**src/sv/slgr_pkg.sv**
```systemverilog
// slgr_pkg: widths, register indexes, commands and the pipeline word
// shared by the slant-to-ground range resampler and its square root cells
// no dependencies
package slgr_pkg;

  localparam int LINE_MAX  = 4096;
  localparam int FRAC_BITS = 8;

  localparam int ADDR_W  = $clog2(LINE_MAX);
  localparam int COL_W   = 12;
  localparam int PIX_W   = 24;
  localparam int GRAY_W  = 8;
  localparam int OFS_W   = 24;
  localparam int WIDTH_W = 13;
  localparam int IDX_W   = 3;

  // x = near + column * 2^F, one bit of growth
  localparam int X_W    = OFS_W + 1;
  // radicand x*x + h*h, rounded up to an even width
  localparam int SQ_W   = 2 * X_W + 2;
  localparam int ROOT_W = SQ_W / 2;
  localparam int REM_W  = ROOT_W + 2;
  // signed difference root + half - slant
  localparam int DIFF_W = ROOT_W + 2;
  localparam int J_W    = ROOT_W + 1 - FRAC_BITS;

  localparam logic [OFS_W-1:0]   HEIGHT_RST = OFS_W'(384000);
  localparam logic [WIDTH_W-1:0] WIDTH_RST  = WIDTH_W'(4096);

  typedef enum logic [IDX_W-1:0] {
    REG_HEIGHT = 3'd0,
    REG_NEAR   = 3'd1,
    REG_SLANT  = 3'd2,
    REG_WIDTH  = 3'd3,
    REG_MODE   = 3'd4
  } slgr_reg_t;

  typedef enum logic {
    CMD_LOAD  = 1'b0,
    CMD_FETCH = 1'b1
  } slgr_cmd_t;

  // word handed from cell to cell: item tag plus square root state
  typedef struct packed {
    logic              valid;
    slgr_cmd_t         cmd;
    logic [COL_W-1:0]  column;
    logic [PIX_W-1:0]  pixel;
    logic [SQ_W-1:0]   rad;
    logic [ROOT_W-1:0] root;
    logic [REM_W-1:0]  rem;
  } slgr_cell_t;

endpackage

```
**src/sv/slgr_sqrt_cell.sv**
```systemverilog
// slgr_sqrt_cell: one step of the digit-by-digit integer square root
// takes two radicand bits per cycle and passes the item on; uses slgr_pkg
module slgr_sqrt_cell
  import slgr_pkg::*;
(
  input  logic       clk,
  input  logic       rst,
  input  slgr_cell_t prev,
  output slgr_cell_t cur
);

  logic [REM_W+1:0] acc;
  logic [REM_W+1:0] trial;
  logic             fits;
  slgr_cell_t       cur_next;

  always_comb begin
    acc   = {prev.rem, prev.rad[SQ_W-1 -: 2]};
    trial = {{(REM_W-ROOT_W){1'b0}}, prev.root, 2'b01};
    fits  = (acc >= trial);
    cur_next = prev;
    cur_next.rad = prev.rad << 2;
    if (fits) begin
      cur_next.rem  = REM_W'(acc - trial);
      cur_next.root = {prev.root[ROOT_W-2:0], 1'b1};
    end else begin
      cur_next.rem  = acc[REM_W-1:0];
      cur_next.root = {prev.root[ROOT_W-2:0], 1'b0};
    end
  end

  always_ff @(posedge clk) begin
    if (rst) begin
      cur <= '0;
    end else begin
      cur <= cur_next;
    end
  end

  // remainder never exceeds twice the partial root
  assert property (@(posedge clk) disable iff (rst)
    cur.valid |-> (cur.rem <= {1'b0, cur.root, 1'b0}))
    else $error("sqrt cell remainder out of bound");

endmodule

```
**config.mk**
```make
export PLATFORM = sky130hd
export DESIGN_NAME = slgr_sqrt_cell
export DESIGN_NICKNAME = d
export VERILOG_FILES = /design/src/sv/slgr_pkg.sv /design/src/sv/slgr_sqrt_cell.sv
export SDC_FILE = /design/constraint.sdc
export NUM_CORES = 1
export LEC_CHECK = 0
export BUFFER_PORTS_ARGS = -buffer_cell sky130_fd_sc_hd__buf_2
export CORE_ASPECT_RATIO = 1.1
export CORE_MARGIN = 2
export CORE_UTILIZATION = 30
export CTS_BUF_LIST = sky130_fd_sc_hd__clkbuf_4
export CTS_CLUSTER_DIAMETER = 80
export DETAILED_ROUTE_END_ITERATION = 16
export SLEW_MARGIN = 20
export SYNTH_ARGS = -nofsm -noshare
export SYNTH_HDL_FRONTEND = slang
export SYNTH_SLANG_ARGS = --single-unit
```
**constraint.sdc**
```tcl
create_clock -name clk -period 6.5 [get_ports clk]
set_input_delay 0.65 -clock clk [delete_from_list [all_inputs] [get_ports clk]]
set_output_delay 0.65 -clock clk [all_outputs]
set_load 0.05 [all_outputs]
```
==> summary.txt, run 1 <==
Status - finished, final reports clean
I/O pin cnt - 290
Sequential share of power - 45.7%
Hold_buf cts - 0
Hold Crit Depth - 2
TritonRoute pass-1 iters - 4
Die Span X - 132.9 µm
Core Footprint - 17800 µm²
Clk pwr share - 26.6%
Die height - 145.8 µm
Fin Hold WS - 0.2901 ns
CP cell instances - buf_2 -> inv_1 -> ha_1 -> nand4_1 -> nor3_1 -> o211ai_2 -> a31oi_2 -> a211oi_2 -> a21oi_4 -> buf_4 -> mux2i_1 -> nor2_1
Worst path max stage delay - 0.44 ns
Worst-Margin Slew - 0.7979 ns
P_leak - 3.869 nW
DRT antenna net count - 0
Nature of the critical path endpoint - flip-flop
WP data arrival - 3.41 ns
Max Clk Rate - 334.5 MHz
Critical path type - input pin to flip-flop
Initial DRC count - 111
Tot GR Track Use - 16.20%
Non-filler cells, final - 1099
Via Count - 4725
Final setup violation count - 0
Layout cell share with drive strength beyond 1 - 39.18%
# fillers - 1855
WL per Instance - 14.50 µm
Most flops, register - cur
Crit start category - input pin
Largest regs - cur x142
Core Rows - 51
Clock net sink count - 142
Initial antenna violation count - 6
Setup_tns - 0 ns
Routed WL - 15.93 mm
Synthesis-to-finish area growth - 35.28%
Inst Count DP - 1061
Tmin final - 2.989 ns
Final worst-path cycle share - 45.99%
Util after Layout - 41.69%
Nets@finish - 1016
Max reg flops - 142
Syn. warnings - 0
Critical Path Fanout Max - 29
Max Buffers Root-to-Sink - 2
Cell count after synthesis - 558
Post-synth EDFFs - 0
Avg Inst Size Synth - 9.832 µm²
Share of flip-flops with an asynchronous set or reset - 0%
Max-cap viol count - 0
Congestion Overflow GR - 0
Psw - 0.7928 mW
Critical Path RT - 6.92 ns
H-tree depth - 4
Vias in the first global route - 4546
Min-Delay Endpoint - cur[77]$_SDFF_PP0_
Max_slew headroom - 46.81%
Total Power - 2.070 mW
First-pass GRT wire length - 24.07 mm
Hpwl dp - 12.54 mm
Worst path slowest cell - buf_4
Main synth FF type - dfxtp_1
Internal Pwr Total - 1.277 mW
CTS tree - yes
Synth area leader - dfxtp_1
TritonCTS buffer count - 17
Peak supply drop - 0.09733 mV
Unrepaired setup endpoints after global routing - no
Yosys cell types - 55
# port buffers - 287
Switching share of power - 38.30%
Gpl congestion - 0.8282
Post-CTS setup buffer count - 0
Top-area cell type share of the netlist area - 51.81%
Area of the mapped netlist - 5487 µm²
Slew Viols, Final - 0
Mean number of vias per cell - 4.299
Endpoints failing hold - 0
Hold path startpoint - prev[75]
# DRC - 0
Hold Path Class - input pin to flip-flop
Seq/Total Area, Yosys - 51.81%
Die area - 19390 µm²
FF+latch count, synth - 142
Comb pwr share - 27.7%
Synth area leaders - dfxtp_1 52%, nor2b_1 10%, ha_1 6.4%
Largest net degree at the start of global routing - 84
PD cells - 278.9 nW/µm²
Cts repair resizes - 0
Clock transition at path regs - 0.15 ns
Initial Util - 30.82%
Clock Tree Root - clkbuf_4
## cells by family after synthesis
kind of cell | synth area share [%]
AND/OR/NAND/NOR | 19.93
flip-flops | 51.81
AO/OA/AOI/OAI | 10.51
buffers and inverters | 4.857
adder cells (fa/ha/maj) | 6.385
XOR/XNOR | 3.512
multiplexers | 2.919
other | 0.06835
## power by group through the flow
stage,Sequential [mW],Combinational (mW),Clock [mW]
final,0.947,0.572,0.551
after global routing,0.953,0.614,0.613
after CTS,0.948,0.578,0.581
after detailed placement,0.966,0.576,0
after global placement,0.965,0.575,0
after floorplan,1.19,0.200,0
## synth_stat cells, drive strengths merged, types with 3 or more instances
cell type and instances:
nor2 59, xnor2 12, inv 38, mux2i 16, a21o 8, ha 28
a2111o 3, nand4 6, o21a 3, nor3 4, or2 4, o21ai 11
buf 9, xor2 10, o211ai 4, a21oi 26, nor2b 91, and3 6
clkbuf 16, or3 4, nand3 7, a211oi 9, dfxtp 142, nand2 18
## stage by stage
| stage | cell area, µm² | setup slack, ns |
|---|---|---|
| 2_1_floorplan | 5490 | 3.626 |
| 3_3_place_gp | 7129 | 2.997 |
| 3_5_place_dp | 7129 | 2.918 |
| 4_1_cts | 7407 | 3.538 |
| 5_1_grt | 7415 | 3.355 |
| 6_report | 7422 | 3.511 |
## worst max-delay path by stage
| stage | endpoint | cells after the start | startpoint |
|---|---|---|---|
| 2_1_floorplan | cur[27]$_SDFF_PP0_ | 10 | prev[34] |
| 3_3_place_gp | cur[5]$_SDFF_PP0_ | 12 | prev[38] |
| 3_5_place_dp | cur[18]$_SDFF_PP0_ | 12 | prev[38] |
| 4_1_cts | cur[4]$_SDFF_PP0_ | 12 | prev[38] |
| 5_1_grt | cur[2]$_SDFF_PP0_ | 12 | prev[38] |
| 6_report | cur[2]$_SDFF_PP0_ | 12 | prev[38] |
## critical path, delay by kind of cell
kind,cells,cell delay (ns)
AOI/OAI and AO/OA,4,0.92
adders and majority gates,1,0.42
buffers and inverters,3,0.55
muxes,1,0.24
and+or+nand+nor,3,0.58
## metal layers
layer	up-vias	share of wire, %	GRT usage, %	wire [µm]
li1	2419	-	-	-
met1	2115	40	17.51	6344
met2	175	50	28.81	7967
met3	16	8.4	6.165	1339
met4	0	1.8	5.699	281
met5	-	0	0	0
## cell type report
type / count / area, µm² / share of cell area (%)
clock inverters: 15 / 150.1 / 2.023
repair buffers: 289 / 1454 / 19.59
well taps: 238 / 297.8 / 4.012
inverters: 38 / 142.6 / 1.922
flip-flops and latches: 142 / 2843 / 38.30
clock buffers: 17 / 127.6 / 1.719
multi-input cells: 354 / 2392 / 32.23
diodes: 6 / 15.01 / 0.2023
## cell usage in the layout (no fill, tap or decap), types with 3 or more instances in the layout
cell | Yosys | routed
a21oi_1 | 26 | 25
inv_6 | 0 | 3
nand3_1 | 7 | 7
o211ai_1 | 3 | 3
buf_4 | 3 | 3
or3_1 | 4 | 4
nor3_1 | 4 | 4
nor2b_1 | 91 | 91
inv_8 | 0 | 4
xor2_1 | 10 | 10
dfxtp_1 | 142 | 142
o21ai_0 | 9 | 9
o21a_1 | 3 | 3
nand4_1 | 6 | 6
clkinv_4 | 0 | 4
mux2i_1 | 16 | 16
buf_2 | 2 | 286
or2_0 | 3 | 3
diode_2 | 0 | 6
inv_1 | 38 | 38
and3_1 | 3 | 3
nand2_1 | 18 | 18
and3_2 | 3 | 3
a21o_1 | 8 | 8
clkbuf_4 | 0 | 17
xnor2_1 | 12 | 12
ha_1 | 28 | 28
a2111o_1 | 3 | 3
a211oi_1 | 7 | 7
nor2_1 | 59 | 59
Note: power is estimated with default switching activity, not from simulation.
==> run 2: changes to the inputs <==
- ABC_AREA: not set -> 1
- clock period: 6.5 -> 2.55 ns (I/O delays scaled with it)
==> summary.txt, run 2 <==
Max Clk Rate - 472.0 MHz
Syn. warnings - 0 (unchanged)
Largest net degree at the start of global routing - 105 (+25%)
Post-synth EDFFs - 0 (unchanged)
Clock transition at path regs - 0.15 ns (about the same)
Psw - 2.165 mW (+170%)
WP data arrival - 2.59 ns (-0.82 ns)
Die Span X - 144.8 µm (+8.9%)
Final worst-path cycle share - 83.08%
Avg Inst Size Synth - 6.610 µm² (-33%)
Top-area cell type share of the netlist area - 43.48% (-8.3 points)
Mean number of vias per cell - 4.013 (-6.7%)
Endpoints failing hold - 0 (unchanged)
Most flops, register - cur
Setup_tns - 0 ns (unchanged)
Count leader, synth - nand2_1
Crit start category - input pin
Yosys cell types - 30 (-45%)
Status - finished, final reports clean
Multi-input logic area - 2678 µm² (+12%)
Initial Util - 30.59% (-0.23 points)
Synthesis-to-finish area growth - 53.59%
Cts repair resizes - 0 (unchanged)
First-pass GRT wire length - 33.34 mm (+38%)
Comb pwr share - 31.8% (+4.1 points)
Max_slew headroom - 66.60% (+20 points)
Switching share of power - 39.07% (+0.77 points)
# DRC - 0 (unchanged)
Worst slack, placed - 0.3962 ns (-2.522 ns)
Core Footprint - 21370 µm² (+20%)
Non-filler cells, final - 1730 (+57%)
Die area - 22990 µm² (+19%)
Hold Path Class - input pin to flip-flop
Util after Layout - 46.98% (+5.3 points)
Register area - 2843 µm² (unchanged)
Critical Path Fanout Max - 35 (+21%)
Internal Pwr Total - 3.376 mW (+160%)
Critical Path RT - 3.02 ns (-3.90 ns)
Tmin final - 2.118 ns
Peak supply drop - 0.2011 mV (+110%)
Synth area leader - dfxtp_1
P_leak - 5.955 nW (+54%)
Most common cell after layout, fill and taps aside - buf_2
Max Buffers Root-to-Sink - 2 (unchanged)
Gpl congestion - 0.8779 (+6.0%)
Clock net sink count - 142 (unchanged)
# port buffers - 287 (unchanged)
Most frequent cells in the layout - 286 x buf_2, 261 x nand2_1, 236 x inv_1
Largest regs - cur x142
Core Rows - 56 (+9.8%)
Layout cell share with drive strength beyond 1 - 24.11% (-15 points)
Area of the mapped netlist - 6538 µm² (+19%)
Design Area, Final - 10040 µm² (+35%)
Worst setup path endpoint - cur[13]$_SDFF_PP0_
Critical path type - input pin to flip-flop
Max-cap viol count - 0 (unchanged)
Final WS setup - 0.4315 ns (-3.079 ns)
I/O pin cnt - 290 (unchanged)
Inst Count DP - 1548 (+46%)
Sequential share of power - 43.5% (-2.2 points)
Cell count after synthesis - 989 (+77%)
DRT antenna net count - 0 (unchanged)
Vias in the first global route - 7094 (+56%)
Via Count - 6942 (+47%)
Die height - 158.8 µm (+8.9%)
Seq/Total Area, Yosys - 43.48% (-8.3 points)
Routed WL - 20.98 mm (+32%)
Clock Tree Root - clkbuf_4
Tot GR Track Use - 18.36% (+2.2 points)
Nets@finish - 1601 (+58%)
Worst-Margin Slew - 0.5011 ns (-0.2968 ns)
Share of flip-flops with an asynchronous set or reset - 0% (unchanged)
H-tree depth - 4 (unchanged)
Main synth FF type - dfxtp_1
TritonRoute pass-1 iters - 4 (unchanged)
Max reg flops - 142 (unchanged)
Initial DRC count - 250 (+130%)
# fillers - 2160 (+16%)
TritonCTS buffer count - 17 (unchanged)
WL per Instance - 12.13 µm (-16%)
Initial antenna violation count - 1 (-5)
Unrepaired setup endpoints after global routing - no
Slew Viols, Final - 0 (unchanged)
Congestion Overflow GR - 0 (unchanged)
FF+latch count, synth - 142 (unchanged)
Nature of the critical path endpoint - flip-flop
Final setup violation count - 0 (unchanged)
Post-CTS setup buffer count - 0 (unchanged)
Area after DPL - 8282 µm² (+16%)
Synth area leaders - dfxtp_1 43%, nand2_1 15%, inv_1 14%
Hpwl dp - 15.32 mm (+22%)
Clk pwr share - 24.7% (-1.9 points)
Commonest cells post-synth - 261 x nand2_1, 236 x inv_1, 193 x nor2_1
PD cells - 551.9 nW/µm² (+98%)
Crit path launch - prev[40]
CTS tree - yes
==> run 2: changes by cell type in the layout (fill, tap and decap cells not counted), moves of 5 or more <==
cell,change
a211oi_1,-7
a21o_1,-7
a21oi_1,-12
diode_2,-5
dlygate4sd3_1,+150
inv_1,+198
mux2i_1,-16
nand2_1,+243
nand3_1,+28
nor2_1,+134
nor2_2,+13
nor2b_1,-91
o21ai_0,-8
xor2_1,-8
==> run 2: cells by family after synthesis <==
logic type,count (synthesis),synth area share [%]
xor+xnor,13,1.742
other cells,1,0.05736
compound gates,15,1.187
flops,142,43.48
fa+ha+maj,28,5.359
simple gates,526,32.56
buf+inv,264,15.62
==> run 2: worst min-delay path by stage <==
stage	from	to	slack, ns	cells after the start
after floorplan	prev[98]	cur[100]$_SDFF_PP0_	0.36	2
after global placement	prev[57]	cur[59]$_SDFF_PP0_	0.45	3
after detailed placement	prev[72]	cur[74]$_SDFF_PP0_	0.46	3
final	rst	cur[100]$_SDFF_PP0_	0.26	3
after global routing	rst	cur[101]$_SDFF_PP0_	0.24	3
after CTS	rst	cur[113]$_SDFF_PP0_	0.22	3
==> run 2: layer usage <==
metal	GRT usage, %	wire length [µm]
met1	19.34	8638
met2	34.43	10680
met3	4.433	1213
met4	6.884	452
met5	0	0
==> run 2: critical path: stages <==
cell           delay [ns]
dlygate4sd3_1        0.54
buf_2                0.11
inv_1                0.06
ha_1                 0.35
nand2_1              0.15
nor2_4               0.16
nand2_1              0.11
nor2_1               0.12
nand3_1              0.10
nand3_2              0.14
buf_12               0.22
nand3_1              0.16
inv_1                0.09
nor2_1               0.04
==> run 2: final cells by class <==
cell class | count | share of cell area [%]
repair buffers | 441 | 29.83
flip-flops and latches | 142 | 28.31
multi-input cells | 584 | 26.67
inverters | 241 | 9.009
well taps | 290 | 3.614
clock buffers | 17 | 1.271
clock inverters | 14 | 1.271
diodes | 1 | 0.02492
==> run 2: per-stage QoR <==
step	hold WS (ns)	power [mW]
2_1_floorplan	0.3620	3.605
3_3_place_gp	0.4530	4.041
3_5_place_dp	0.4605	4.045
4_1_cts	0.2222	5.650
5_1_grt	0.2381	5.908
6_report	0.2601	5.542
==> run 2: power groups by stage <==
stage                     combinational [mW]  clock (mW)  sequential (mW)
final                                   1.76        1.37             2.41
after global routing                    1.94        1.54             2.43
after CTS                               1.77        1.47             2.41
after detailed placement                1.59           0             2.46
after global placement                  1.58           0             2.46
after floorplan                        0.599           0             3.01
==> run 2: repair_timing <==
action | CTS | global route
hold buffers | 150 | 0
endpoints found under the setup margin | 0 | 0
hold endpoints to repair | 141 | 0
==> run 3: changes to the inputs <==
- clock period: 2.55 -> 1.7 ns (I/O delays scaled with it)
==> summary.txt, run 3 (synthesized netlist as in run 2, its figures left out) <==
Status - finished, final reports clean
Gpl congestion - 0.8963 (+2.1%)
Non-filler cells, final - 1837 (+6.2%)
Max-cap viol count - 0 (unchanged)
Tot GR Track Use - 19.33% (+0.97 points)
CP cell instances - dlygate4sd3_1 -> buf_2 -> inv_1 -> ha_4 -> inv_1 -> nand2_1 -> nand3_2 -> nand2_1 -> nand2_2 -> nand2_2 -> nand3_4 -> clkbuf_16 -> nand2_1 -> nand2_1 -> nor2_1
Hpwl dp - 16.17 mm (+5.6%)
# DRC - 0 (unchanged)
TritonCTS buffer count - 17 (unchanged)
Most flops, register - cur
Clock net sink count - 142 (unchanged)
Initial antenna violation count - 2 (+1)
Internal Pwr Total - 5.478 mW (+62%)
Critical Path RT - 2.18 ns (-0.84 ns)
Via Count - 7519 (+8.3%)
First-pass GRT wire length - 35.12 mm (+5.3%)
Final setup violation count - 0 (unchanged)
Hold Crit Depth - 6 (+3)
Nets@finish - 1706 (+6.6%)
H-tree depth - 4 (unchanged)
Vias in the first global route - 7555 (+6.5%)
Largest regs - cur x142
PD cells - 806.6 nW/µm² (+46%)
Routed WL - 22.94 mm (+9.3%)
Peak supply drop - 0.3606 mV (+79%)
Most frequent cells in the layout - 286 x buf_2, 260 x nand2_1, 234 x inv_1
Critical Path Fanout Max - 12 (-66%)
Largest net degree at the start of global routing - 54 (-49%)
DRT antenna net count - 0 (unchanged)
Die area - 22990 µm² (unchanged)
Clock transition at path regs - 0.15 ns (about the same)
Comb pwr share - 33.5% (+1.7 points)
Max Buffers Root-to-Sink - 2 (unchanged)
Synthesis-to-finish area growth - 67.71%
Sequential share of power - 40.9% (-2.6 points)
Crit start category - input pin
Hold Path Class - input pin to flip-flop
Layout cell share with drive strength beyond 1 - 29.26% (+5.1 points)
Die height - 158.8 µm (unchanged)
Congestion Overflow GR - 0 (unchanged)
WP data arrival - 2.12 ns (-0.47 ns)
Family with the most delay on the worst path - buffers and inverters
Mean number of vias per cell - 4.093 (+2.0%)
Clock Tree Root - clkbuf_4
Psw - 3.366 mW (+55%)
Core Footprint - 21370 µm² (unchanged)
Max Clk Rate - 610.2 MHz
Tmin final - 1.639 ns
Initial Util - 30.59% (unchanged)
Endpoints failing hold - 0 (unchanged)
# fillers - 2045 (-5.3%)
Die Span X - 144.8 µm (unchanged)
Clk pwr share - 25.6% (+0.9 points)
Nature of the critical path endpoint - flip-flop
Slew Viols, Final - 0 (unchanged)
Max reg flops - 142 (unchanged)
P_leak - 6.528 nW (+9.6%)
Hold path startpoint - prev[21]
Most common cell after layout, fill and taps aside - buf_2
Cell repeated most along the worst path - nand2_1
Total Power - 8.844 mW (+60%)
TritonRoute pass-1 iters - 5 (+1)
Worst path slowest cell - dlygate4sd3_1
I/O pin cnt - 290 (unchanged)
Critical path type - input pin to flip-flop
CTS tree - yes
Initial DRC count - 317 (+27%)
Core Rows - 56 (unchanged)
WL per Instance - 12.49 µm (+2.9%)
Min-Delay Endpoint - cur[23]$_SDFF_PP0_
Worst path max stage delay - 0.52 ns (-0.02 ns)
Switching share of power - 38.06% (-1.0 points)
Critical path buffers and inverters - 5 (unchanged)
Inst Count DP - 1645 (+6.3%)
# port buffers - 287 (unchanged)
Crit path launch - prev[104]
Final worst-path cycle share - 96.40%
## run 3: cell count changes in the layout (fill, tap and decap cells not counted), moves of 2 or more
cell           previous run  this run
inv_2                     4         6
clkbuf_16                 0         3
inv_1                   236       234
buf_4                     3        99
inv_6                     4         2
dlygate4sd3_1           150       155
clkinv_4                  2         6
clkinvlp_4                4         1
## run 3: worst min-delay path, cell delays in order
cell	delay [ns]
buf_2	0.09
buf_4	0.09
inv_1	0.03
nand3_1	0.06
nand2_1	0.05
nor2_1	0.08
## run 3: routing by layer
metal  GRT usage [%]  part of all wire, %
met3           4.192                  5.7
met1           20.69                   40
met2           37.24                   52
met5               0                    0
met4           5.119                  1.8
## run 3: layout make-up
type,instances,area [µm²],area share [%]
diodes,2,5.005,0.04565
well taps,290,362.8,3.309
clock buffers,18,135.1,1.232
clock inverters,14,152.6,1.392
multi-input cells,584,2700,24.63
inverters,241,904.6,8.251
repair buffers,546,3861,35.22
flip-flops and latches,142,2843,25.93
## run 3: how the worst max path moves through the flow
stage,endpoint,cells after the start
after floorplan,cur[14]$_SDFF_PP0_,12
after global placement,cur[27]$_SDFF_PP0_,15
after detailed placement,cur[27]$_SDFF_PP0_,15
after CTS,cur[22]$_SDFF_PP0_,15
after global routing,cur[6]$_SDFF_PP0_,15
final,cur[8]$_SDFF_PP0_,15
## run 3: repair_timing
item,4_1_cts,5_1_grt
endpoints found under the setup margin,0,20
buffers inserted,0,0
resized for setup,0,6
endpoints found under the hold margin,138,0
hold buffers,155,0
## run 3: metrics by stage
stage                     area (µm²)  utilization (%)  setup slack (ns)  hold WS [ns]  setup TNS [ns]
final                          10960            51.31           0.06117       0.05848               0
after global routing           10960            51.29          -0.01443       0.04891        -0.02414
after CTS                      10860            50.83            0.1040      0.001099               0
after detailed placement        9022            42.22           -0.3196        0.3761          -7.540
after global placement          9022            42.22           -0.3393        0.3680          -6.303
after floorplan                 6541                -           0.03925        0.2770               0
## run 3: power by group through the flow
stage	Sequential [mW]	Clock, mW	Combinational (mW)
after floorplan	4.51	0	0.899
after global placement	3.69	0	2.63
after detailed placement	3.69	0	2.64
after CTS	3.62	2.38	2.92
after global routing	3.64	2.51	3.22
final	3.62	2.27	2.96
